--- src/rtl/gscr_pkg.sv ---
// Shared types, codes and a helper function of the gauge sample change recorder.
package gscr_pkg;

	// Item codes
	localparam logic MODE_OBSERVE = 1'b0;
	localparam logic MODE_READ    = 1'b1;

	// Configuration register select (word address bit)
	localparam logic REG_PERIOD   = 1'b0;
	localparam logic REG_DEADBAND = 1'b1;

	localparam logic [31:0] PERIOD_RESET   = 32'd30000000;
	localparam logic [14:0] DEADBAND_RESET = 15'd3;

	// Depth of the queue between front and back
	localparam int QUEUE_DEPTH = 2;

	typedef enum logic [1:0] {
		DIR_IDLE      = 2'd0,
		DIR_CHARGE    = 2'd1,
		DIR_DISCHARGE = 2'd2
	} dir_t;

	typedef struct packed {
		logic              mode;
		logic [6:0]        read_index;
		logic [62:0]       timestamp_us;
		logic              sample_valid;
		logic [15:0]       charge_percent;
		logic [15:0]       voltage_mv;
		logic signed [15:0] current_raw;
		logic [15:0]       design_capacity;
		logic [15:0]       gauge_status;
		logic [15:0]       gauge_flags;
		logic [15:0]       remaining_capacity;
		logic [15:0]       full_capacity;
	} req_t;

	typedef struct packed {
		logic              done_ok;
		logic [7:0]        entry_count;
		logic [62:0]       out_timestamp_us;
		logic              out_valid;
		logic [15:0]       out_charge;
		logic [15:0]       out_voltage;
		logic signed [15:0] out_current;
		logic [15:0]       out_design;
		logic [15:0]       out_status;
		logic [15:0]       out_flags;
		logic [15:0]       out_remaining;
		logic [15:0]       out_full;
	} rsp_t;

	// One stored sample
	typedef struct packed {
		logic [62:0]       timestamp;
		logic              valid;
		logic [15:0]       charge;
		logic [15:0]       voltage;
		logic signed [15:0] current;
		logic [15:0]       design_cap;
		logic [15:0]       status;
		logic [15:0]       flags;
		logic [15:0]       remaining;
		logic [15:0]       full;
	} entry_t;

	// Classified item handed from front to back
	typedef struct packed {
		logic       is_read;
		logic [6:0] read_index;
		dir_t       dir;
		logic       charge_zero;
		entry_t     sample;
	} cmd_t;

	// Current direction with an idle band of +/- db around zero
	function automatic dir_t dir_of(input logic signed [15:0] cur, input logic [14:0] db);
		logic signed [16:0] c;
		logic signed [16:0] d;
		dir_t r;
		c = 17'(cur);
		d = signed'({2'b00, db});
		if (c > d) begin
			r = DIR_CHARGE;
		end else if (c < -d) begin
			r = DIR_DISCHARGE;
		end else begin
			r = DIR_IDLE;
		end
		return r;
	endfunction

endpackage

--- src/rtl/gscr_fifo.sv ---
// Short queue of classified commands between front and back.
module gscr_fifo (
	input  logic            clk,
	input  logic            arst_n,
	input  logic            push_valid,
	output logic            push_ready,
	input  gscr_pkg::cmd_t  push_cmd,
	output logic            pop_valid,
	input  logic            pop_ready,
	output gscr_pkg::cmd_t  pop_cmd
);

	localparam int PW = (gscr_pkg::QUEUE_DEPTH > 1) ? $clog2(gscr_pkg::QUEUE_DEPTH) : 1;
	localparam int FW = $clog2(gscr_pkg::QUEUE_DEPTH + 1);

	gscr_pkg::cmd_t slot_q [gscr_pkg::QUEUE_DEPTH];
	logic [PW-1:0]  wr_ptr_q;
	logic [PW-1:0]  rd_ptr_q;
	logic [FW-1:0]  fill_q;
	logic           do_push;
	logic           do_pop;

	assign push_ready = (fill_q != FW'(gscr_pkg::QUEUE_DEPTH));
	assign pop_valid  = (fill_q != '0);
	assign pop_cmd    = slot_q[rd_ptr_q];
	assign do_push    = push_valid & push_ready;
	assign do_pop     = pop_valid & pop_ready;

	// Store pushed commands
	always_ff @(posedge clk) begin
		if (do_push) begin
			slot_q[wr_ptr_q] <= push_cmd;
		end
	end

	// Advance pointers and fill level
	always_ff @(posedge clk or negedge arst_n) begin
		if (!arst_n) begin
			wr_ptr_q <= '0;
			rd_ptr_q <= '0;
			fill_q   <= '0;
		end else begin
			if (do_push) begin
				wr_ptr_q <= (wr_ptr_q == PW'(gscr_pkg::QUEUE_DEPTH - 1)) ? '0 : wr_ptr_q + 1'b1;
			end
			if (do_pop) begin
				rd_ptr_q <= (rd_ptr_q == PW'(gscr_pkg::QUEUE_DEPTH - 1)) ? '0 : rd_ptr_q + 1'b1;
			end
			if (do_push && !do_pop) begin
				fill_q <= fill_q + 1'b1;
			end else if (do_pop && !do_push) begin
				fill_q <= fill_q - 1'b1;
			end
		end
	end

endmodule

--- config.mk ---
export PLATFORM = sky130hd
export DESIGN_NAME = gscr_fifo
export DESIGN_NICKNAME = d
export VERILOG_FILES = /design/src/rtl/gscr_pkg.sv /design/src/rtl/gscr_fifo.sv
export SDC_FILE = /design/constraint.sdc
export NUM_CORES = 1
export LEC_CHECK = 0
export ABC_AREA = 1
export BUFFER_PORTS_ARGS = -buffer_cell sky130_fd_sc_hd__buf_2
export CAP_MARGIN = 5
export CORE_ASPECT_RATIO = 1.75
export CORE_MARGIN = 2
export CORE_UTILIZATION = 49
export CTS_BUF_LIST = sky130_fd_sc_hd__clkbuf_4
export CTS_CLUSTER_DIAMETER = 120
export CTS_CLUSTER_SIZE = 25
export DETAILED_ROUTE_END_ITERATION = 10
export PLACE_DENSITY = 0.78
export SETUP_SLACK_MARGIN = 0.05
export SLEW_MARGIN = 20
export SYNTH_ARGS = -nofsm -noshare
export SYNTH_HDL_FRONTEND = slang
export SYNTH_SLANG_ARGS = --single-unit
--- constraint.sdc ---
create_clock -name clk -period 9.3 [get_ports clk]
set_input_delay 0.93 -clock clk [delete_from_list [all_inputs] [get_ports clk]]
set_output_delay 0.93 -clock clk [all_outputs]
set_load 0.05 [all_outputs]
# ---- After elaboration in Yosys (flattened, before gate mapping)
# Memories as Yosys holds them, arrays and structs flattened.
# Index checks and enable logic that the tools add are counted.
dict set report word_totals {
  mem_count 1
  output_inout_bits 205
  word_cells 23
  input_bits 207
  register_bits 4
  ramBits 406
}
dict set report classes {
  n_bitwise 2
  n_eq_ne 1
  n_reduce_logical 6
  n_addsub 4
  muxes 6
}
# memory depth word_bits rd rd_ports_with_merged_regs write_ports line_no
set mem_list {}
lappend mem_list {slot_q 2 203 1 0 1 gscr_fifo.sv:16} ;# gscr_pkg::cmd_t slot_q [gscr_pkg::QUEUE_DEPTH];
# operator n
set ops {}
lappend ops {{two-way mux 1 bit} 4}
lappend ops {{two-way mux 2 bit} 2}
lappend ops {{nonzero test 2 bit} 2}
lappend ops {{adder 1 bit (second input constant)} 2}
lappend ops {{adder 2 x 1 -> 2 bit (second input constant)} 1}
lappend ops {{bitwise AND 1 bit} 2}
lappend ops {{logical AND 1 bit} 2}
lappend ops {{zero test 1 bit} 2}
lappend ops {{inequality test 2 bit (second input constant)} 1}
lappend ops {{subtractor 2 x 1 -> 2 bit (second input constant)} 1}

# ---- Longest topological paths before layout
dict set report logic_depth {
  depth_word 6
  ltp_mapped 10
  ltp_nobuf 10
}

# ---- Worst setup path after synthesis
# No wires, ideal clock.
dict set report synth_path {
  path_type {input to register}
  start {input port push_valid}
  end {memory slot_q[0][0] in the netlist's numbering (enable)}
  path_buffers 0
  setup_ps 771
  arrival_ps 9487
  t_required_ps 8529
  setup_slack_ps -958
  stages 2
  cell_sequence {nand2_1 -> nor2_1}
}
dict set report synth_between {
  elab_chain_len 3
}
# element line_no
set synth_lines {}
lappend synth_lines {{start: declaration} gscr_fifo.sv:5} ;# input logic push_valid,
lappend synth_lines {{bitwise AND 1 bit} gscr_fifo.sv:26} ;# assign do_push = push_valid & push_ready;
lappend synth_lines {{two-way mux 1 bit} gscr_fifo.sv:31} ;# if (do_push) begin
lappend synth_lines {{two-way mux 1 bit (not written as such)} gscr_fifo.sv:32} ;# slot_q[wr_ptr_q] <= push_cmd;
lappend synth_lines {{end: declaration} gscr_fifo.sv:16}
# Every way passes these cells.

==> run metrics <==
final critical-path share of the clock period 0.505; width of the die 136 um; Die Y 236 um; Post-Route Utilization 0.586; maximum clock frequency 0.213 GHz; Largest delay share family, worst path buffers and inverters; min cycle time layout 4.70 ns; Netlist cell types 14; Vias/cell 4.88; CTS tree yes; Reg area 12300 sq um; syn_area_per_cell 13.8 sq um; largest cells by area after synthesis edfxtp_1, nand2_1, buf_6; Post-Place Setup Slack 5.48 ns; via count 9305; GR Overflow Total 0; RD Place Congestion 0.855; synthesized instance count 1089; area post-placement 17300 sq um; CP Buf/Inv Count 3; layout cells sized above 1 0.307; total track usage 0.198; synthesized area 15000 sq um; initial antenna violation count 23; ANT nets after route 0; DRT Pass-1 Iters 5; H-tree depth 1; area of the multi-input gates 2390 sq um; first-pass GRT wire length 48600 um; top-area cell type share of the netlist area 0.810; post-synthesis sequential area ratio 0.817; max-cap violation count 0; Crit Path Class reg -> out; clk sink count 410; RSZ-0062 raised after global routing no; routed len/inst 17.2 um; Yosys warnings 0; Crit path arrival time 3.77 ns; Core ar. 30200 sq um; Fillers 2391; largest net degree at the start of global routing 109; Hold Fails Final Rpt 0; critical path startpoint category flop; clock root buffer clkbuf_4; Hold Crit Class in -> reg; syn_nets 1297; DRC viols 0; FF+latch count, synth 410; Req. time, crit path 8.37 ns; Site Rows 84; PortBufs 411; slowest stage cell, crit path buf_4; initial core utilization 0.499; hpwl dp 22300 um; deepest clock path buffer count 3; Yosys top cell by area edfxtp_1; crit-path max FO 95; pins over their slew limit 0; P&R area growth vs syn 17.6%; critical path's largest stage delay 0.86 ns; final instance area 17700 sq um; Final #Nets 1696; vias in the first global route 9161; max_slew headroom 0.293; Die ar. 32200 sq um; outcome finished, final reports clean; cts repair resizes 0; Setup-failing EPs final 0; CTS clk-pin slew, worst paths 0.25 ns; Clk Latency, worst-skew pair 0.75 ns; num ports 412; Worst Skew 0.0576 ns; Worst setup EP type output pin; CP Cell Sequence buf_4, buf_4, nand2_1, nand2_1, buf_2; final WL 32900 um; TritonCTS buffer count 20; DR iter-0 viols 523; Worst-Margin Slew 1.06 ns; setup ws final 4.60 ns
[sequential cells by signal, indices dropped and copies added, names as in the netlist]
register,flops
rd_ptr_q,1
slot_q,406
wr_ptr_q,1
fill_q,2
[cell families after synthesis]
group,count (synthesis),share of synthesized area
flip-flops,410,0.817
adder cells (fa/ha/maj),1,0.000832
buffers and inverters,52,0.0249
XOR/XNOR,2,0.00116
AND/OR/NAND/NOR,624,0.156
[Yosys cell counts]
cell	instances
nand3_1	2
nand2_1	619
xnor2_1	1
inv_1	6
buf_4	3
nor2_1	2
inv_4	1
nand4_1	1
edfxtp_1	406
dfrtp_1	4
ha_1	1
buf_2	24
buf_6	18
xor2_1	1
[worst paths after layout]
check | endpoint | cells past startpoint | start | slack, ns
hold / removal | slot_q[0][169] | 1 | push_cmd[169] | 0.34
setup reg to reg | slot_q[1][160] | 6 | fill_q[0] | 6.49
setup / recovery | pop_cmd[193] | 5 | rd_ptr_q | 4.60
max in group asynchronous | rd_ptr_q | 2 | arst_n | 8.65
min in group asynchronous | fill_q[0] | 2 | arst_n | 0.49
hold reg to reg | fill_q[0] | 1 | fill_q[0] | 0.53
[per-stage QoR]
| step | setup TNS [ns] | instances | hold slack, ns |
|---|---|---|---|
| global route | 0 | 1906 | 0.257 |
| CTS | 0 | 1888 | 0.250 |
| finish | 0 | 1906 | 0.338 |
| global placement | 0 | 1851 | 0.479 |
| floorplan | -388.89 | 1089 | 0.462 |
| detailed placement | 0 | 1851 | 0.503 |
[worst reg2reg max path: stages (launching register included)]
cell and delay, ns:
dfrtp_1 0.45, inv_1 0.08, nand2_1 0.08, nand2_1 0.18, nor2_4 0.15, buf_4 0.66
buf_4 0.79
[layout make-up]
| type | instances | area share |
|---|---|---|
| well taps | 387 | 0.0274 |
| multi-input cells | 627 | 0.135 |
| inverters | 7 | 0.00177 |
| clock buffers | 35 | 0.0149 |
| repair buffers | 422 | 0.122 |
| clock inverters | 1 | 0.000920 |
| diodes | 17 | 0.00241 |
| flip-flops and latches | 410 | 0.695 |
[what timing repair did]
item,in CTS,in global routing
hold endpoints to repair,4,0
setup buffers,0,0
hold buffers,1,0
[placed cells by master (no fill, tap or decap), drive strengths merged]
| cell | instances |
|---|---|
| clkbuf | 35 |
| buf | 421 |
| ha | 1 |
| xnor2 | 1 |
| inv | 8 |
| edfxtp | 406 |
| nand4 | 1 |
| dlygate4sd3 | 1 |
| nand3 | 2 |
| nor2 | 2 |
| diode | 17 |
| dfrtp | 4 |
| xor2 | 1 |
| nand2 | 619 |
[layer usage]
metal,vias to the layer above,part of all wire,global-route usage,wire length [um]
met5,-,0.0023,0,74
met4,12,0.046,0.0979,1530
li1,4482,-,-,-
met1,4381,0.35,0.220,11500
met2,340,0.53,0.350,17400
met3,90,0.071,0.0479,2320
Power is not shown: default switching activity piles up to over one toggle a cycle in this logic, so the estimate is an artifact.
