`src/rtl/gscr_pkg.sv`:
```
// Shared types, codes and a helper function of the gauge sample change recorder.
package gscr_pkg;

	// Item codes
	localparam logic MODE_OBSERVE = 1'b0;
	localparam logic MODE_READ    = 1'b1;

	// Configuration register select (word address bit)
	localparam logic REG_PERIOD   = 1'b0;
	localparam logic REG_DEADBAND = 1'b1;

	localparam logic [31:0] PERIOD_RESET   = 32'd30000000;
	localparam logic [14:0] DEADBAND_RESET = 15'd3;

	// Depth of the queue between front and back
	localparam int QUEUE_DEPTH = 2;

	typedef enum logic [1:0] {
		DIR_IDLE      = 2'd0,
		DIR_CHARGE    = 2'd1,
		DIR_DISCHARGE = 2'd2
	} dir_t;

	typedef struct packed {
		logic              mode;
		logic [6:0]        read_index;
		logic [62:0]       timestamp_us;
		logic              sample_valid;
		logic [15:0]       charge_percent;
		logic [15:0]       voltage_mv;
		logic signed [15:0] current_raw;
		logic [15:0]       design_capacity;
		logic [15:0]       gauge_status;
		logic [15:0]       gauge_flags;
		logic [15:0]       remaining_capacity;
		logic [15:0]       full_capacity;
	} req_t;

	typedef struct packed {
		logic              done_ok;
		logic [7:0]        entry_count;
		logic [62:0]       out_timestamp_us;
		logic              out_valid;
		logic [15:0]       out_charge;
		logic [15:0]       out_voltage;
		logic signed [15:0] out_current;
		logic [15:0]       out_design;
		logic [15:0]       out_status;
		logic [15:0]       out_flags;
		logic [15:0]       out_remaining;
		logic [15:0]       out_full;
	} rsp_t;

	// One stored sample
	typedef struct packed {
		logic [62:0]       timestamp;
		logic              valid;
		logic [15:0]       charge;
		logic [15:0]       voltage;
		logic signed [15:0] current;
		logic [15:0]       design_cap;
		logic [15:0]       status;
		logic [15:0]       flags;
		logic [15:0]       remaining;
		logic [15:0]       full;
	} entry_t;

	// Classified item handed from front to back
	typedef struct packed {
		logic       is_read;
		logic [6:0] read_index;
		dir_t       dir;
		logic       charge_zero;
		entry_t     sample;
	} cmd_t;

	// Current direction with an idle band of +/- db around zero
	function automatic dir_t dir_of(input logic signed [15:0] cur, input logic [14:0] db);
		logic signed [16:0] c;
		logic signed [16:0] d;
		dir_t r;
		c = 17'(cur);
		d = signed'({2'b00, db});
		if (c > d) begin
			r = DIR_CHARGE;
		end else if (c < -d) begin
			r = DIR_DISCHARGE;
		end else begin
			r = DIR_IDLE;
		end
		return r;
	endfunction

endpackage

```
`src/rtl/gscr_front.sv`:
```
// Front end: accepts request transactions and classifies them for the back end.
module gscr_front (
	input  logic                req_valid,
	output logic                req_ready,
	input  gscr_pkg::req_t      req,
	input  logic [14:0]         deadband,
	output logic                push_valid,
	input  logic                push_ready,
	output gscr_pkg::cmd_t      push_cmd
);

	// Take a transaction whenever the queue has room
	assign req_ready  = push_ready;
	assign push_valid = req_valid;

	// Decode mode, direction and charge zero-ness; repack the sample
	always_comb begin
		push_cmd = '0;
		push_cmd.is_read            = (req.mode == gscr_pkg::MODE_READ);
		push_cmd.read_index         = req.read_index;
		push_cmd.dir                = gscr_pkg::dir_of(req.current_raw, deadband);
		push_cmd.charge_zero        = (req.charge_percent == 16'd0);
		push_cmd.sample.timestamp   = req.timestamp_us;
		push_cmd.sample.valid       = req.sample_valid;
		push_cmd.sample.charge      = req.charge_percent;
		push_cmd.sample.voltage     = req.voltage_mv;
		push_cmd.sample.current     = req.current_raw;
		push_cmd.sample.design_cap  = req.design_capacity;
		push_cmd.sample.status      = req.gauge_status;
		push_cmd.sample.flags       = req.gauge_flags;
		push_cmd.sample.remaining   = req.remaining_capacity;
		push_cmd.sample.full        = req.full_capacity;
	end

endmodule

```
`config.mk`:
```
export PLATFORM = sky130hd
export DESIGN_NAME = gscr_front
export DESIGN_NICKNAME = d
export VERILOG_FILES = /design/src/rtl/gscr_pkg.sv /design/src/rtl/gscr_front.sv
export SDC_FILE = /design/constraint.sdc
export NUM_CORES = 1
export LEC_CHECK = 0
export BUFFER_PORTS_ARGS = -buffer_cell sky130_fd_sc_hd__clkbuf_2
export CAP_MARGIN = 0
export CORE_AREA = 4 4 161 163
export DETAILED_ROUTE_END_ITERATION = 10
export DIE_AREA = 0 0 165 167
export GPL_TIMING_DRIVEN = 0
export PLACE_DENSITY_LB_ADDON = 0.08
export SLEW_MARGIN = 20
export SYNTH_ARGS = -nofsm -noshare
export SYNTH_HDL_FRONTEND = slang
export SYNTH_SLANG_ARGS = --single-unit
```
`constraint.sdc`:
```
create_clock -name vclk -period 5.2
set_input_delay 0.26 -clock vclk [all_inputs]
set_output_delay 0.26 -clock vclk [all_outputs]
set_load 0.1 [all_outputs]
```
# After elaboration in Yosys (flattened, before gate mapping)
# Cells that the tools add are included.
[totals] rom_bits=0 word_cells=6 ramBits=0 output_inout_bits=205 inputBits=217 memories=0 ff_bits=0 latchBits=0
[classes] magnitude_cmp=2 eq_ne=0 bitwise_logic=0 n_mul=0 shift=0 div=0 reduce_logical=1 muxes=2 addsub=1
[ops] cell="$lt 16x17->1" count=1
[ops] cell="$neg 15->17" count=1
[ops] cell="$gt 16x16->1" count=1
[ops] cell="$logic_not 16->1" count=1
[ops] cell="$mux 2" count=2

# Depth between registers and ports, before layout
# Gate-level depths: netlist of the first run.
[depth] depth_word=4 ltp_mapped=11 mapped_depth_nobuf=11

# Worst setup path before layout of the first run
# No wires, ideal clock.
[synth_timing] path_type="input to output" start="input deadband[13]" end="output push_cmd[193] in the netlist's numbering" path_slack_ns=1.827 arrival_ns=3.113 path_stages=6 n_path_buf=0 required_time_ns=4.940 path_cell_list="inv_1 > ha_1 > nand4b_1 > nor3_1 > a31oi_1 > nor3_1"
[synth_rtl] item="from (decl)" line="gscr_front.sv:6" text="input logic [14:0] deadband,"
[synth_rtl] item="to (decl)" line="gscr_front.sv:9" text="output gscr_pkg::cmd_t push_cmd"

==> impl_metrics.yaml, run 1 <==
detailed_routing:
  first_pass_iters: 4
  ant_nets: 0
  drt-initial-drc-count: 16
  via_per_inst: 3.16
  wl_per_cell_um: 10.5
  routed_wl_um: 9650
  vias: 2892
  drc_errors: 0
sta:
  setup_viol: 0
  fin_crit_sh_pct: 63.9
  drv_slew: 0
  final.setup.tns_ns: 0
  layout_min_cycle_time_ns: 3.32
  max_freq_mhz: 301
  worstMarginPinSlew_ns: 0.575
  max_slew_margin_pct: 61.8
  finalHoldViolCount: 0
  rsz0062_at_grt: "false"
floorplanning:
  initial_utilization_pct: 10.6
  num_rows: 57
  core_area_sq_mm: 0.0243
  ios: 422
  die_x_um: 165
  die_area_sq_mm: 0.0276
  dieHeight_um: 167
clocking:
  cts_resized: 0
  holdBufCountCts: 0
  post-cts-setup-buffers: 0
synthesis:
  yosys-top-cells-count: "buf_4, ha_1, inv_1"
  yosysWarnings: 0
  synth_area_leader_cell: "buf_4"
  yosysSeqAreaShare_pct: 0
  syn_area_per_cell_sq_um: 7.59
  syn_nets: 589
  yosysMostFrequentCell: "buf_4"
  yosys.area.top_type_share_pct: 58.8
  syn_inst: 340
  syn_area_sq_mm: 0.00258
  synth_area_leaders: "buf_4, ha_1, xnor2_1"
  ys_types: 35
global_route:
  gr-usage-all-layers_pct: 5.82
  use_met1_pct: 5.72
  grt_max_degree: 7
  grt_pass1_wl_um: 13400
  grt_pass1_vias: 2841
  top_usage_layer: "met2"
  antenna_found_initial: 1
  grt_use_met3_pct: 0.989
  grt-ovfl-total: 0
  grtUsageMet2_pct: 12.8
critical_path:
  critPathArrivalTime_ns: 3.06
  path_class: "input port to output port"
  cp_common_cell: "clkbuf_2"
  cp_slowest_stage_delay_ns: 0.47
  required_ns: 4.94
  crit_chain: "clkbuf_2, nor4_4, nand3_2, nor4_2, xnor2_1, ha_1, and4_4, o2bb2ai_1, a31oi_1, nor4b_1, o32a_1, clkbuf_2"
  slowest_stage: "clkbuf_2"
  start_kind: "input port"
  cp-end-kind: "output port"
  crit_fanout: 4
layout:
  seq_cells: 0
  clkbuf_count: 0
  drive_above_1_share_pct: 77.7
  fin_nets: 843
  fillCellCount: 2803
  seqCellArea_sq_um: 0
  fin_cells: 916
  syn2layout_area_growth_pct: 64.6
  insertedDiodeCount: 0
power_and_ir_drop:
  irDropWorstVdd_mv: 0.0806
  p_per_area_mw_per_mm2: 215
  leakage_uw: 0.00254
placement:
  placed_cells: 916
  gp_congestion: 0.732
  hpwlAfterDp_um: 9390
  portBuffers: 252
run:
  maxCapViolations: 0
min_path:
  hp-class: "input port to output port"
  min_path_cells: 2
outcome:
  status: "complete, no violations"
==> cell type report <==
type                       instances  area [sq um]  area share [%]
multi-input combinational        119           992            23.4
buffer                           202          1520            35.7
tap                              324           405            9.55
inverter                          19          71.3            1.68
timing repair buffer             252          1260            29.7
==> cells by family after synthesis <==
| kind of cell | Yosys count | synth area share (%) |
|---|---|---|
| buffers and inverters | 221 | 61.5 |
| and+or+nand+nor | 47 | 11.6 |
| adders and majority gates | 32 | 15.5 |
| AOI/OAI and AO/OA | 29 | 7.57 |
| xor gates and xnor gates | 11 | 3.73 |
==> placed cells by master (no fill, tap or decap), types with 2 or more instances in the layout <==
cell,n
a21oi_1,10
buf_4,202
a21o_1,4
o21ai_0,2
clkbuf_2,252
inv_1,19
nand3_2,2
nand4_1,2
nor2_1,6
a31oi_1,2
nor4_1,4
and4_1,2
xnor2_1,10
ha_1,32
nor4_4,2
a211oi_1,3
nand3_1,4
nor3_1,8
nand2_1,9
==> path summary, 6_finish.rpt <==
kind | slack (ns) | start | end
worst max-delay path | 1.88 | deadband[4] | push_cmd[194]
worst min-delay path | 0.98 | req[97] | push_cmd[97]
==> where the power goes <==
group	total (uW)	internal [uW]	switching (uW)	leakage, uW
sequential	0	0	0	0
combinational	912	189	723	0.00254
clock	0	0	0	0
total	912	189	723	0.00254
==> metal layers <==
| metal | vias up | wire length (um) |
|---|---|---|
| met3 | 2 | 1320 |
| met1 | 1227 | 2870 |
| met5 | - | 11 |
| li1 | 1432 | - |
| met4 | 2 | 0 |
| met2 | 229 | 5450 |
==> through the flow <==
step | hold WS [ns] | worst slack, ns | cell area (sq um) | total power (uW) | utilization, %
4_1_cts | 0.983 | 1.78 | 4250 | 921 | 17.5
5_1_grt | 0.985 | 1.57 | 4250 | 948 | 17.5
6_report | 0.982 | 1.88 | 4250 | 912 | 17.5
3_3_place_gp | 0.985 | 1.78 | 4250 | 922 | 17.5
3_5_place_dp | 0.983 | 1.80 | 4250 | 920 | 17.5
2_1_floorplan | 0.732 | 1.83 | 2580 | 797 | -
==> critical path, delay by kind of cell <==
kind | cells | cell delay [ns]
buffers and inverters | 2 | 0.59
XOR/XNOR | 1 | 0.17
AO/OA/AOI/OAI | 3 | 0.52
adder cells (fa/ha/maj) | 1 | 0.26
AND/OR/NAND/NOR | 5 | 1.23
Power figures use the tool's default switching activity.
==> run 2: changes to the inputs <==
Settings changed: ABC_AREA set to 1, CORE_AREA 4 4 161 163 to 4 4 163 165, DIE_AREA 0 0 165 167 to 0 0 167 169.
Clock period 5.2 ns to 2.9 ns, I/O delays scaled along.
==> impl_metrics.yaml, run 2 <==
layout:
  final_cell_area_sq_mm: 0.00438
  final_cell_mix: "clkbuf_2, buf_4, nand2_1"
  syn2layout_area_growth_pct: 66.2
  seq_cells: 0
  fin_nets: 894
  final_util_pct: 17.5
  insertedDiodeCount: 0
  seqCellArea_sq_um: 0
  clkbuf_count: 0
  mostFrequentLayoutCell: "clkbuf_2"
  drive_above_1_share_pct: 73.7
sta:
  holdWs_ns: 0.752
  drv_slew: 0
  rsz0062_at_grt: "false"
  fin_crit_sh_pct: 92.2
  max_freq_mhz: 374
  worstMarginPinSlew_ns: 0.583
  finalHoldViolCount: 0
  layout_min_cycle_time_ns: 2.67
  setup_viol: 0
  max_slew_margin_pct: 61.3
global_route:
  grt_pass1_wl_um: 14100
  grt_max_degree: 7
  gr-usage-all-layers_pct: 5.85
  grt_pass1_vias: 2963
  grt-ovfl-total: 0
  antenna_found_initial: 1
synthesis:
  syn_area_per_cell_sq_um: 6.77
  synth_area_leader_cell: "buf_4"
  yosysMostFrequentCell: "buf_4"
  ys_types: 21
  syn_area_sq_mm: 0.00264
  yosysWarnings: 0
  syn_inst: 389
  yosys-top-cells-count: "buf_4, nand2_1, ha_1"
  syn_nets: 638
  synth_area_leaders: "buf_4, ha_1, nand2_1"
  yosysSeqAreaShare_pct: 0
  yosys.area.top_type_share_pct: 57.5
floorplanning:
  die_x_um: 167
  core_area_sq_mm: 0.0250
  initial_utilization_pct: 10.5
  ios: 422
  num_rows: 58
  dieHeight_um: 169
  die_area_sq_mm: 0.0282
detailed_routing:
  first_pass_iters: 4
  via_per_inst: 3.11
  drt-initial-drc-count: 46
  vias: 3029
  routed_wl_um: 9860
  ant_nets: 0
  wl_per_cell_um: 10.1
  drc_errors: 0
placement:
  gp_congestion: 0.778
  hpwlAfterDp_um: 9640
  post_dp_cell_area_sq_mm: 0.00431
  portBuffers: 252
critical_path:
  start_kind: "input port"
  path_class: "input port to output port"
  cp_slowest_stage_delay_ns: 0.29
  crit_fanout: 3
  required_ns: 2.76
  crit_chain: "clkbuf_2, inv_2, ha_4, nand4_1, nor2_2, nand2_2, buf_4, xor2_1, ha_1, nand2_1, nand2_1, nand2_1, nand2_1, nand2_1, nand2_1, nor2_1, nand3_1, nand2_1, nand2_1, inv_1, clkbuf_16"
  cp_common_cell: "nand2_1"
  cp-end-kind: "output port"
  critPathArrivalTime_ns: 2.53
  slowest_stage: "ha_1"
min_path:
  min_to: "push_cmd[38]"
  hp-class: "input port to output port"
  min_path_cells: 2
  min-delay-start: "req[38]"
run:
  maxCapViolations: 0
power_and_ir_drop:
  leakage_uw: 0.00271
  irDropWorstVdd_mv: 0.142
  p_per_area_mw_per_mm2: 374
outcome:
  status: "complete, no violations"
==> run 2: worst max path at each step <==
stage | from | to | depth (start not counted)
after floorplan | deadband[1] | push_cmd[194] | 19
after global placement | deadband[1] | push_cmd[194] | 21
after detailed placement | deadband[1] | push_cmd[194] | 21
after CTS | deadband[1] | push_cmd[194] | 21
after global routing | deadband[1] | push_cmd[194] | 21
final | deadband[0] | push_cmd[194] | 21
==> run 2: power by group <==
group	total [uW]	internal, uW	switching, uW
combinational	1640	340	1300
clock	0	0	0
sequential	0	0	0
==> run 2: worst max-delay path, delay by kind of cell <==
kind / cells / cell delay, ns
xor gates and xnor gates: 1 / 0.13
buffers and inverters: 5 / 0.65
and+or+nand+nor: 13 / 1.15
adders and majority gates: 2 / 0.43
==> run 2: cell type report <==
type / instances / area [sq um]
Fill cell: 2882 / 20700
Buffer: 202 / 1520
Timing Repair Buffer: 254 / 1300
Multi-Input combinational cell: 154 / 1030
Tap cell: 330 / 413
Inverter: 33 / 124
==> run 2: metrics by stage <==
step                      std cells  TNS [ns]  setup WS (ns)  power (uW)
final                           973         0          0.227        1640
after global routing            973         0       0.000712        1710
after CTS                       971         0         0.0362        1650
after detailed placement        971    -0.268         -0.268        1640
after global placement          971    -0.314         -0.314        1650
after floorplan                 389         0          0.282        1430
==> run 2: kinds of logic after synthesis <==
family	after synthesis	synth area share [%]
buf+inv	235	62.3
fa+ha+maj	32	15.2
compound gates	18	3.61
simple gates	94	15.6
xor+xnor	10	3.32
==> run 2: timing repair <==
action,4_1_cts,5_1_grt
resized for setup,5,10
pin swaps,2,3
endpoints found under the setup margin,1,1
setup buffers,0,2
hold buffers,0,0
cloned,0,0
hold endpoints to repair,0,0
==> run 2: layer usage <==
| metal | routed length (um) | global-route usage, % | share of wire [%] |
|---|---|---|---|
| met1 | 2950 | 5.66 | 30 |
| met2 | 5730 | 12.9 | 58 |
| met3 | 1070 | 1.19 | 11 |
| met4 | 97 | 0.498 | 0.98 |
| met5 | 17 | 0 | 0.17 |
